## src/rtl/core/ehn_pkg.sv

```systemverilog
package ehn_pkg;

   localparam int MAX_WEIGHTS = 64;
   localparam int IDX_W       = (MAX_WEIGHTS > 1) ? $clog2(MAX_WEIGHTS) : 1;
   localparam int CNT_W       = $clog2(MAX_WEIGHTS + 1);

   localparam int ACT_W   = 16;
   localparam int WGT_W   = 16;
   localparam int RATE_W  = 16;
   localparam int SCALE_W = 15;
   localparam int SUM_W   = 22;

   // Shared multiplier operand and product widths.
   localparam int MUL_A_W = 16;
   localparam int MUL_B_W = 32;
   localparam int MUL_P_W = MUL_A_W + MUL_B_W;

   // Divider: numerator is 2*|w*scale| + |sum|, denominator is 2*|sum|.
   localparam int DIV_N_W = 32;
   localparam int DIV_D_W = SUM_W + 1;

   localparam int CSR_IDX_W = 2;
   localparam logic [CSR_IDX_W-1:0] CSR_PRE_THRESHOLD  = 2'd0;
   localparam logic [CSR_IDX_W-1:0] CSR_POST_THRESHOLD = 2'd1;
   localparam logic [CSR_IDX_W-1:0] CSR_LEARN_RATE     = 2'd2;
   localparam logic [CSR_IDX_W-1:0] CSR_WEIGHT_SCALE   = 2'd3;

   localparam logic [ACT_W-1:0]   PRE_THRESHOLD_RST  = 16'd0;
   localparam logic [ACT_W-1:0]   POST_THRESHOLD_RST = 16'd0;
   localparam logic [RATE_W-1:0]  LEARN_RATE_RST     = 16'd66;
   localparam logic [SCALE_W-1:0] WEIGHT_SCALE_RST   = 15'd4096;

   typedef enum logic [8:0] {
      S_IDLE  = 9'b000000001,
      S_MUL1  = 9'b000000010,
      S_MUL2  = 9'b000000100,
      S_UPD   = 9'b000001000,
      S_STORE = 9'b000010000,
      S_RD    = 9'b000100000,
      S_RDW   = 9'b001000000,
      S_NPREP = 9'b010000000,
      S_DIV   = 9'b100000000
   } state_type;

endpackage

```

## src/rtl/core/ehn_ram.sv

```systemverilog
module ehn_ram #(
   parameter int WIDTH = 17,
   parameter int DEPTH = 64
) (
   input  logic                                          clock,
   input  logic                                          wr_en,
   input  logic [((DEPTH > 1) ? $clog2(DEPTH) : 1)-1:0]  wr_addr,
   input  logic [WIDTH-1:0]                              wr_data,
   input  logic                                          rd_en,
   input  logic [((DEPTH > 1) ? $clog2(DEPTH) : 1)-1:0]  rd_addr,
   output logic [WIDTH-1:0]                              rd_data
);

   logic [WIDTH-1:0] mem_ff [DEPTH];
   logic [WIDTH-1:0] rd_data_ff;

   always_ff @(posedge clock) begin
      if (wr_en) begin
         mem_ff[wr_addr] <= wr_data;
      end
      if (rd_en) begin
         rd_data_ff <= mem_ff[rd_addr];
      end
   end

   assign rd_data = rd_data_ff;

endmodule

```

## src/rtl/core/ehn_mul.sv

```systemverilog
module ehn_mul (
   input  logic                         clock,
   input  logic [ehn_pkg::MUL_A_W-1:0]  op_a,
   input  logic [ehn_pkg::MUL_B_W-1:0]  op_b,
   output logic [ehn_pkg::MUL_P_W-1:0]  product
);

   logic [ehn_pkg::MUL_P_W-1:0] product_ff;
   logic [ehn_pkg::MUL_P_W-1:0] product_in;

   assign product_in = {{ehn_pkg::MUL_B_W{1'b0}}, op_a} * {{ehn_pkg::MUL_A_W{1'b0}}, op_b};

   always_ff @(posedge clock) begin
      product_ff <= product_in;
   end

   assign product = product_ff;

endmodule

```

## src/rtl/core/ehn_div.sv

```systemverilog
module ehn_div (
   input  logic                         clock,
   input  logic                         reset,
   input  logic                         start,
   input  logic [ehn_pkg::DIV_N_W-1:0]  numerator,
   input  logic [ehn_pkg::DIV_D_W-1:0]  denominator,
   output logic                         done,
   output logic [ehn_pkg::DIV_N_W-1:0]  quotient
);

   localparam int STEP_W = $clog2(ehn_pkg::DIV_N_W);
   localparam logic [STEP_W-1:0] LAST_STEP = STEP_W'(ehn_pkg::DIV_N_W - 1);

   logic                         run_ff, run_in;
   logic                         done_ff, done_in;
   logic [STEP_W-1:0]            step_ff, step_in;
   logic [ehn_pkg::DIV_D_W-1:0]  rem_ff, rem_in;
   logic [ehn_pkg::DIV_D_W-1:0]  den_ff, den_in;
   logic [ehn_pkg::DIV_N_W-1:0]  nq_ff, nq_in;
   logic [ehn_pkg::DIV_D_W:0]    trial;

   // One quotient bit per cycle: the numerator shifts out of the top of nq_ff
   // while quotient bits shift in at the bottom.
   assign trial = {rem_ff, nq_ff[ehn_pkg::DIV_N_W-1]};

   always_comb begin
      run_in  = run_ff;
      done_in = 1'b0;
      step_in = step_ff;
      rem_in  = rem_ff;
      den_in  = den_ff;
      nq_in   = nq_ff;
      if (start) begin
         run_in  = 1'b1;
         step_in = '0;
         rem_in  = '0;
         den_in  = denominator;
         nq_in   = numerator;
      end else if (run_ff) begin
         if (trial >= {1'b0, den_ff}) begin
            rem_in = ehn_pkg::DIV_D_W'(trial - {1'b0, den_ff});
            nq_in  = {nq_ff[ehn_pkg::DIV_N_W-2:0], 1'b1};
         end else begin
            rem_in = trial[ehn_pkg::DIV_D_W-1:0];
            nq_in  = {nq_ff[ehn_pkg::DIV_N_W-2:0], 1'b0};
         end
         step_in = step_ff + 1'b1;
         if (step_ff == LAST_STEP) begin
            run_in  = 1'b0;
            done_in = 1'b1;
         end
      end
   end

   always_ff @(posedge clock) begin
      if (reset) begin
         run_ff  <= 1'b0;
         done_ff <= 1'b0;
         step_ff <= '0;
      end else begin
         run_ff  <= run_in;
         done_ff <= done_in;
         step_ff <= step_in;
      end
      rem_ff <= rem_in;
      den_ff <= den_in;
      nq_ff  <= nq_in;
   end

   assign done     = done_ff;
   assign quotient = nq_ff;

endmodule

```

## src/rtl/core/efferent_hebb_normalize_core.sv

```systemverilog
// Normalized Hebbian weight update, one source node at a time.
// A request is taken at a rising edge with start high and busy low. It carries
// one outgoing weight of the current node with both activities, a learn flag
// and a last-of-node mark. A request whose weight is updated passes S_MUL1,
// S_MUL2 and S_UPD before S_STORE, since the update goes twice through the
// shared multiplier; one that is not goes straight to S_STORE. busy stays high meanwhile.
// The request marked last (or the one that fills the 64-entry buffer) then
// plays out every weight of the node from the weight RAM, one result per
// strobe on rsp_valid for a single cycle, with rsp_last_out on the final one.
// A weight that is passed through is read in S_RD and S_RDW; a normalized weight
// then goes through the 32-step divider (S_NPREP, S_DIV) after one multiply.
// busy drops in the cycle that carries the last result.
// Results cannot be stalled: each is valid for exactly one cycle.
// The csr channel writes the thresholds, learning rate and scale; csr_ready
// is always high and writes belong only to idle periods.
// Synchronous reset restores the register defaults and clears the weight
// count and the running sum. The weight RAM is not cleared; only entries
// written for the current node are read.
module efferent_hebb_normalize_core (
   input  logic                           clock,
   input  logic                           reset,
   input  logic                           start,
   output logic                           busy,
   input  logic [ehn_pkg::ACT_W-1:0]      req_source_activity,
   input  logic [ehn_pkg::ACT_W-1:0]      req_dest_activity,
   input  logic signed [ehn_pkg::WGT_W-1:0] req_weight_in,
   input  logic                           req_learnable,
   input  logic                           req_last_of_node,
   output logic                           rsp_valid,
   output logic signed [ehn_pkg::WGT_W-1:0] rsp_weight_out,
   output logic                           rsp_last_out,
   input  logic                           csr_valid,
   output logic                           csr_ready,
   input  logic [ehn_pkg::CSR_IDX_W-1:0]  csr_index,
   input  logic [15:0]                    csr_wdata
);

   localparam int WGT_W = ehn_pkg::WGT_W;
   localparam int SUM_W = ehn_pkg::SUM_W;
   localparam int IDX_W = ehn_pkg::IDX_W;
   localparam int CNT_W = ehn_pkg::CNT_W;
   localparam logic [CNT_W-1:0] CNT_FULL = CNT_W'(ehn_pkg::MAX_WEIGHTS);

   function automatic logic signed [WGT_W-1:0] sat16(input logic signed [WGT_W+1:0] v);
      if (v > 18'sd32767) begin
         sat16 = 16'sh7fff;
      end else if (v < -18'sd32768) begin
         sat16 = 16'sh8000;
      end else begin
         sat16 = v[WGT_W-1:0];
      end
   endfunction

   function automatic logic signed [SUM_W-1:0] sat22(input logic signed [SUM_W:0] v);
      if (v > 23'sd2097151) begin
         sat22 = 22'sh1fffff;
      end else if (v < -23'sd2097152) begin
         sat22 = 22'sh200000;
      end else begin
         sat22 = v[SUM_W-1:0];
      end
   endfunction

   ehn_pkg::state_type state_ff, state_in;

   logic [ehn_pkg::ACT_W-1:0]   pre_th_ff, pre_th_in;
   logic [ehn_pkg::ACT_W-1:0]   post_th_ff, post_th_in;
   logic [ehn_pkg::RATE_W-1:0]  rate_ff, rate_in;
   logic [ehn_pkg::SCALE_W-1:0] scale_ff, scale_in;

   logic [CNT_W-1:0]            count_ff, count_in;
   logic signed [SUM_W-1:0]     sum_ff, sum_in;
   logic [CNT_W-1:0]            n_ff, n_in;
   logic [IDX_W-1:0]            k_ff, k_in;
   logic [SUM_W-1:0]            asum_ff, asum_in;

   logic [15:0]                 dpre_mag_ff, dpre_mag_in;
   logic [15:0]                 dpost_mag_ff, dpost_mag_in;
   logic                        neg_ff, neg_in;
   logic signed [WGT_W-1:0]     w_ff, w_in;
   logic                        learn_ff, learn_in;
   logic                        last_ff, last_in;

   logic                        rsp_valid_ff, rsp_valid_in;
   logic signed [WGT_W-1:0]     rsp_weight_ff, rsp_weight_in;
   logic                        rsp_last_ff, rsp_last_in;

   logic signed [16:0]          dpre, dpost;
   logic                        do_update;
   logic [ehn_pkg::MUL_A_W-1:0] mul_a;
   logic [ehn_pkg::MUL_B_W-1:0] mul_b;
   logic [ehn_pkg::MUL_P_W-1:0] mul_p;
   logic [ehn_pkg::MUL_P_W:0]   rounded;
   logic signed [17:0]          delta;
   logic signed [WGT_W-1:0]     w_upd;
   logic [CNT_W-1:0]            count_next;
   logic                        ram_wr, ram_rd;
   logic [WGT_W:0]              ram_q;
   logic signed [WGT_W-1:0]     rd_w;
   logic                        rd_learn;
   logic                        emit_last;
   logic                        div_start, div_done;
   logic [ehn_pkg::DIV_N_W-1:0] div_num, div_q;
   logic [ehn_pkg::DIV_D_W-1:0] div_den;

   assign csr_ready = 1'b1;
   assign busy      = (state_ff != ehn_pkg::S_IDLE);

   assign dpre  = $signed({1'b0, req_source_activity}) - $signed({1'b0, pre_th_ff});
   assign dpost = $signed({1'b0, req_dest_activity}) - $signed({1'b0, post_th_ff});
   assign do_update = req_learnable &&
                      ((!dpre[16] && (dpre != 17'sd0)) || (!dpost[16] && (dpost != 17'sd0)));

   // Round the Q0.48 magnitude to Q3.12, half away from zero.
   assign rounded = {1'b0, mul_p} + (49'd1 << 35);
   assign delta   = neg_ff ? -$signed({5'b0, rounded[48:36]}) : $signed({5'b0, rounded[48:36]});
   assign w_upd   = sat16(18'(w_ff) + delta);

   assign count_next = count_ff + 1'b1;
   assign rd_w       = ram_q[WGT_W-1:0];
   assign rd_learn   = ram_q[WGT_W];
   assign emit_last  = (CNT_W'(k_ff) + 1'b1) == n_ff;

   assign div_num = {mul_p[30:0], 1'b0} + {10'b0, asum_ff};
   assign div_den = {asum_ff, 1'b0};

   always_comb begin
      case (state_ff)
         ehn_pkg::S_MUL1: begin
            mul_a = dpre_mag_ff;
            mul_b = {16'b0, dpost_mag_ff};
         end
         ehn_pkg::S_MUL2: begin
            mul_a = rate_ff;
            mul_b = mul_p[31:0];
         end
         default: begin
            mul_a = rd_w[WGT_W-1] ? 16'(-rd_w) : 16'(rd_w);
            mul_b = {17'b0, scale_ff};
         end
      endcase
   end

   always_comb begin
      pre_th_in  = pre_th_ff;
      post_th_in = post_th_ff;
      rate_in    = rate_ff;
      scale_in   = scale_ff;
      if (csr_valid && csr_ready) begin
         unique case (csr_index)
            ehn_pkg::CSR_PRE_THRESHOLD:  pre_th_in  = csr_wdata;
            ehn_pkg::CSR_POST_THRESHOLD: post_th_in = csr_wdata;
            ehn_pkg::CSR_LEARN_RATE:     rate_in    = csr_wdata;
            ehn_pkg::CSR_WEIGHT_SCALE:   scale_in   = csr_wdata[ehn_pkg::SCALE_W-1:0];
            default: ;
         endcase
      end
   end

   always_comb begin
      state_in      = state_ff;
      count_in      = count_ff;
      sum_in        = sum_ff;
      n_in          = n_ff;
      k_in          = k_ff;
      asum_in       = asum_ff;
      dpre_mag_in   = dpre_mag_ff;
      dpost_mag_in  = dpost_mag_ff;
      neg_in        = neg_ff;
      w_in          = w_ff;
      learn_in      = learn_ff;
      last_in       = last_ff;
      rsp_valid_in  = 1'b0;
      rsp_weight_in = rsp_weight_ff;
      rsp_last_in   = rsp_last_ff;
      ram_wr        = 1'b0;
      ram_rd        = 1'b0;
      div_start     = 1'b0;

      unique case (state_ff)
         ehn_pkg::S_IDLE: begin
            if (start) begin
               dpre_mag_in  = dpre[16] ? 16'(-dpre) : dpre[15:0];
               dpost_mag_in = dpost[16] ? 16'(-dpost) : dpost[15:0];
               neg_in       = dpre[16] ^ dpost[16];
               w_in         = req_weight_in;
               learn_in     = req_learnable;
               last_in      = req_last_of_node;
               state_in     = do_update ? ehn_pkg::S_MUL1 : ehn_pkg::S_STORE;
            end
         end
         ehn_pkg::S_MUL1: state_in = ehn_pkg::S_MUL2;
         ehn_pkg::S_MUL2: state_in = ehn_pkg::S_UPD;
         ehn_pkg::S_UPD: begin
            w_in     = w_upd;
            sum_in   = sat22(23'(sum_ff) + 23'(w_upd));
            state_in = ehn_pkg::S_STORE;
         end
         ehn_pkg::S_STORE: begin
            ram_wr = 1'b1;
            if (last_ff || (count_next == CNT_FULL)) begin
               n_in     = count_next;
               k_in     = '0;
               asum_in  = sum_ff[SUM_W-1] ? SUM_W'(-sum_ff) : SUM_W'(sum_ff);
               state_in = ehn_pkg::S_RD;
            end else begin
               count_in = count_next;
               state_in = ehn_pkg::S_IDLE;
            end
         end
         ehn_pkg::S_RD: begin
            ram_rd   = 1'b1;
            state_in = ehn_pkg::S_RDW;
         end
         ehn_pkg::S_RDW: begin
            neg_in = rd_w[WGT_W-1];
            if (rd_learn && (asum_ff != '0)) begin
               state_in = ehn_pkg::S_NPREP;
            end else begin
               rsp_valid_in  = 1'b1;
               rsp_weight_in = rd_w;
               rsp_last_in   = emit_last;
               if (emit_last) begin
                  count_in = '0;
                  sum_in   = '0;
                  state_in = ehn_pkg::S_IDLE;
               end else begin
                  k_in     = k_ff + 1'b1;
                  state_in = ehn_pkg::S_RD;
               end
            end
         end
         ehn_pkg::S_NPREP: begin
            div_start = 1'b1;
            state_in  = ehn_pkg::S_DIV;
         end
         ehn_pkg::S_DIV: begin
            if (div_done) begin
               rsp_valid_in = 1'b1;
               if (neg_ff) begin
                  rsp_weight_in = (div_q > 32'd32768) ? 16'sh8000 : 16'(-div_q);
               end else begin
                  rsp_weight_in = (div_q > 32'd32767) ? 16'sh7fff : div_q[WGT_W-1:0];
               end
               rsp_last_in = emit_last;
               if (emit_last) begin
                  count_in = '0;
                  sum_in   = '0;
                  state_in = ehn_pkg::S_IDLE;
               end else begin
                  k_in     = k_ff + 1'b1;
                  state_in = ehn_pkg::S_RD;
               end
            end
         end
         default: state_in = ehn_pkg::S_IDLE;
      endcase
   end

   always_ff @(posedge clock) begin
      if (reset) begin
         state_ff     <= ehn_pkg::S_IDLE;
         pre_th_ff    <= ehn_pkg::PRE_THRESHOLD_RST;
         post_th_ff   <= ehn_pkg::POST_THRESHOLD_RST;
         rate_ff      <= ehn_pkg::LEARN_RATE_RST;
         scale_ff     <= ehn_pkg::WEIGHT_SCALE_RST;
         count_ff     <= '0;
         sum_ff       <= '0;
         rsp_valid_ff <= 1'b0;
      end else begin
         state_ff     <= state_in;
         pre_th_ff    <= pre_th_in;
         post_th_ff   <= post_th_in;
         rate_ff      <= rate_in;
         scale_ff     <= scale_in;
         count_ff     <= count_in;
         sum_ff       <= sum_in;
         rsp_valid_ff <= rsp_valid_in;
      end
      n_ff          <= n_in;
      k_ff          <= k_in;
      asum_ff       <= asum_in;
      dpre_mag_ff   <= dpre_mag_in;
      dpost_mag_ff  <= dpost_mag_in;
      neg_ff        <= neg_in;
      w_ff          <= w_in;
      learn_ff      <= learn_in;
      last_ff       <= last_in;
      rsp_weight_ff <= rsp_weight_in;
      rsp_last_ff   <= rsp_last_in;
   end

   ehn_mul u_mul (
      .clock   (clock),
      .op_a    (mul_a),
      .op_b    (mul_b),
      .product (mul_p)
   );

   ehn_div u_div (
      .clock       (clock),
      .reset       (reset),
      .start       (div_start),
      .numerator   (div_num),
      .denominator (div_den),
      .done        (div_done),
      .quotient    (div_q)
   );

   ehn_ram #(
      .WIDTH (WGT_W + 1),
      .DEPTH (ehn_pkg::MAX_WEIGHTS)
   ) u_wbuf (
      .clock   (clock),
      .wr_en   (ram_wr),
      .wr_addr (count_ff[IDX_W-1:0]),
      .wr_data ({learn_ff, w_ff}),
      .rd_en   (ram_rd),
      .rd_addr (k_ff),
      .rd_data (ram_q)
   );

   assign rsp_valid      = rsp_valid_ff;
   assign rsp_weight_out = rsp_weight_ff;
   assign rsp_last_out   = rsp_last_ff;

endmodule
```

## config.mk

```make
export PLATFORM = sky130hd
export DESIGN_NAME = efferent_hebb_normalize_core
export DESIGN_NICKNAME = d
export VERILOG_FILES = /design/src/rtl/core/ehn_pkg.sv /design/src/rtl/core/ehn_ram.sv /design/src/rtl/core/ehn_mul.sv /design/src/rtl/core/ehn_div.sv /design/src/rtl/core/efferent_hebb_normalize_core.sv
export SDC_FILE = /design/constraint.sdc
export NUM_CORES = 2
export LEC_CHECK = 0
export BUFFER_PORTS_ARGS = -buffer_cell sky130_fd_sc_hd__buf_2
export CORE_MARGIN = 3
export CORE_UTILIZATION = 25
export CTS_BUF_LIST = sky130_fd_sc_hd__clkbuf_4
export DETAILED_ROUTE_END_ITERATION = 16
export PLACE_DENSITY_LB_ADDON = 0.25
export SLEW_MARGIN = 30
export SYNTH_ARGS = -nofsm -noshare
export SYNTH_HDL_FRONTEND = slang
export SYNTH_SLANG_ARGS = --single-unit
```

## constraint.sdc

```tcl
create_clock -name clock -period 26.5 [get_ports clock]
set_clock_uncertainty 0.2 [all_clocks]
set_input_delay 2.65 -clock clock [delete_from_list [all_inputs] [get_ports clock]]
set_output_delay 2.65 -clock clock [all_outputs]
set_load 0.05 [all_outputs]
```

==> results.cfg <==
[placed_design]
gp_congestion = 0.853
placedCellCount = 9935
pre_cts_ws_ns = 16.24
io_buffers = 90
dp_hpwl_mm = 160

[detailed_routing]
drc_errors = 0
vias = 49400
drtIter0Drc = 3829
dr.pass1.iters = 5
post_drt_wl_per_cell_um = 22.2
antenna_left = 0
viasPerCell = 4.64
finalWirelength_mm = 236

[power]
p_comb_frac = 0.166
switchingPower_w = 0.00166
power.static_leakage_nw = 31.7
pwr-share-seq = 0.475
ir_worst_vdd_v = 0.0000296
p_int_w = 0.00398
swShare = 0.294
p_per_area_nw_per_um2 = 62.7
pwr-share-clk = 0.360

[setup_path]
slowest_stage = a21oi_1
critPathKind = reg -> reg
r2r_start = state_ff[4]$_SDFFE_PP0P_
arrival_ns = 11.20
required_ns = 27.46
rrSetupSlack_ns = 16.26
start_kind = flip-flop
critPathBufInv = 6
endpoint_kind = flip-flop
slowest_delay_ns = 0.81
setup.worst_path.start = state_ff[4]$_SDFFE_PP0P_
cp_max_fo = 74
rr_endpoint = u_mul.product[47]$_DFF_P_
critPathTopFamily = adder cells
cp_common_cell = fa_1
rr_worst_depth = 31

[synthesis]
yosys.area.top_type_share = 0.481
syn_avg_cell_area_sq_um = 13.4
yosysMostFrequentCell = edfxtp_1
synth_area_sq_um = 78800
synth_area_leaders = edfxtp_1 48%, fa_1 11%, mux4_2 10%, dfxtp_1 4.5%, ha_1 3.9%
synth_ff_type = edfxtp_1
yosys_warnings = 0
synth_cells = 5867
synth_common_cells = 1262 x edfxtp_1, 716 x nand2_1, 511 x inv_1, 424 x fa_1, 384 x nor2_1
synth_edf_count = 1262
async_flop_share = 0
synth_largest_area_cell = edfxtp_1
ys_seq_elements = 1439
syn_nets = 6611
synth_cell_type_count = 105
yosysSeqAreaShare = 0.526

[die]
io_pins = 92
die_h_um = 567
fp.coreArea_sq_um = 313000
initial_core_util = 0.252
die_x_um = 567
dieArea_sq_um = 322000
rows = 205

[cts]
tritoncts = built
ctsHoldBuffers = 0
cts_buffers = 397
clk_pin_slew_ns = 0.07
cts-root-buf = clkbuf_4
worstSkewPairLatency_ns = 1.33
cts_setup_buffers = 0
cts_resized = 0
clkSinkCount = 1439
clockBufferDepth = 4
htreeDepth = 5

[timing]
finalWorstSetupSlack_ns = 16.26
fin_crit_ns = 10.24
max_freq_mhz = 97.7
fin_setup_tns_ns = 0
setup_viol = 0
rsz0062_at_grt = false
slew_violations = 0
final-hold-violation-count = 0
min_period_over_period = 0.386
max_slew_margin = 0.320
worstMarginPinSlew_ns = 1.02

[grt]
grt_pass1_vias = 51500
grt_max_degree = 101
grt_usage = 0.144
antenna_found_initial = 29
grt_overflow = 0
grt_pass1_wl_mm = 347

[status]
outcome = finished clean

[layout]
drive_gt1_frac = 0.208
layout.nets = 6943
finalNonFillerCells = 10600
area_growth_pct = 14.0

[run]
maxCapViolCount = 0

[hold_path]
hold_start = rate_ff[13]$_SDFFE_PP0P_
min_path_cells = 2
hold_path_end = rate_ff[13]$_SDFFE_PP0P_
hold_class = reg -> reg
worst max-delay path by stage:
stage,to,depth (start not counted)
floorplan,u_mul.product[47]$_DFF_P_,34
global placement,u_mul.product[47]$_DFF_P_,29
detailed placement,u_mul.product[47]$_DFF_P_,31
CTS,u_mul.product[47]$_DFF_P_,29
global route,u_mul.product[47]$_DFF_P_,31
finish,u_mul.product[47]$_DFF_P_,31
area by class of cell:
class	instances	area (sq um)
multi-input cells	3635	34800
clock inverters	100	619
inverters	511	1920
repair buffers	215	1490
diodes	12	30.0
flip-flops and latches	1439	41400
fillers	32000	223000
well taps	4140	5180
clock buffers	586	4400
layout by cell type, fill, tap and decap left out, types with 34 or more instances in the layout:
cell | Yosys | final
edfxtp_1 | 1262 | 1262
xnor2_1 | 144 | 144
nand3_1 | 56 | 56
a21oi_1 | 224 | 222
nand2_1 | 716 | 716
clkinv_1 | 0 | 57
o21ai_0 | 131 | 131
buf_4 | 3 | 115
nor2b_1 | 45 | 45
clkbuf_4 | 0 | 586
and3_1 | 38 | 38
a211oi_1 | 36 | 36
fa_1 | 424 | 424
a31oi_1 | 34 | 34
nor3_1 | 61 | 60
a21o_1 | 72 | 72
nor2_2 | 1 | 40
nand2b_1 | 48 | 48
inv_1 | 511 | 511
ha_1 | 248 | 248
mux4_2 | 357 | 357
dfxtp_1 | 177 | 177
buf_2 | 10 | 89
and2_1 | 54 | 54
xor2_1 | 78 | 78
nor2_1 | 384 | 322
power groups by stage:
stage               clock network, W  registers (W)  logic, W
finish                       0.00203        0.00268  0.000934
global route                 0.00222        0.00268   0.00103
CTS                          0.00211        0.00268  0.000949
detailed placement                 0        0.00273  0.000943
global placement                   0        0.00273  0.000931
floorplan                          0        0.00270  0.000578
registers in the layout, summed over array words and instances (netlist names), 17 cells and up:
| name | count |
|---|---|
| asum_ff | 22 |
| sum_ff | 22 |
| u_div.den_ff | 22 |
| u_div.quotient | 32 |
| u_div.rem_ff | 23 |
| u_mul.product | 45 |
| u_wbuf.mem_ff | 1088 |
| u_wbuf.rd_data | 17 |
metrics by stage:
| step | hold slack (ns) | util | power (W) | area (sq um) |
|---|---|---|---|---|
| floorplan | 0.236 | - | 0.00328 | 78800 |
| global placement | 0.243 | 0.270 | 0.00366 | 84600 |
| detailed placement | 0.248 | 0.271 | 0.00367 | 84700 |
| CTS | 0.256 | 0.287 | 0.00574 | 89700 |
| global route | 0.273 | 0.287 | 0.00593 | 89800 |
| finish | 0.255 | 0.287 | 0.00564 | 89900 |
cell families after synthesis:
kind of cell,Yosys count,share of synthesized area
AOI/OAI and AO/OA,778,0.0661
xor gates and xnor gates,224,0.0252
adders and majority gates,672,0.147
buffers and inverters,793,0.0385
DFF,1439,0.526
muxes,398,0.107
other,1,0.0000476
and+or+nand+nor,1562,0.0897
metal layers:
metal  vias to the layer above  part of all wire  track usage
met4                         0             0.038       0.0531
met1                     25400              0.43        0.187
met2                      1395              0.49        0.241
met3                       366             0.050       0.0239
met5                         -                 0            0
li1                      22200                 -            -
worst reg2reg max path: cells and delay by family (launching register included):
kind / cells / cell delay (ns)
flip-flops: 1 / 0.37
XOR/XNOR: 1 / 0.13
AO/OA/AOI/OAI: 8 / 2.81
buffers and inverters: 6 / 1.20
adder cells (fa/ha/maj): 7 / 3.56
AND/OR/NAND/NOR: 9 / 1.88
No activity file was read; power rests on OpenSTA's default activity.
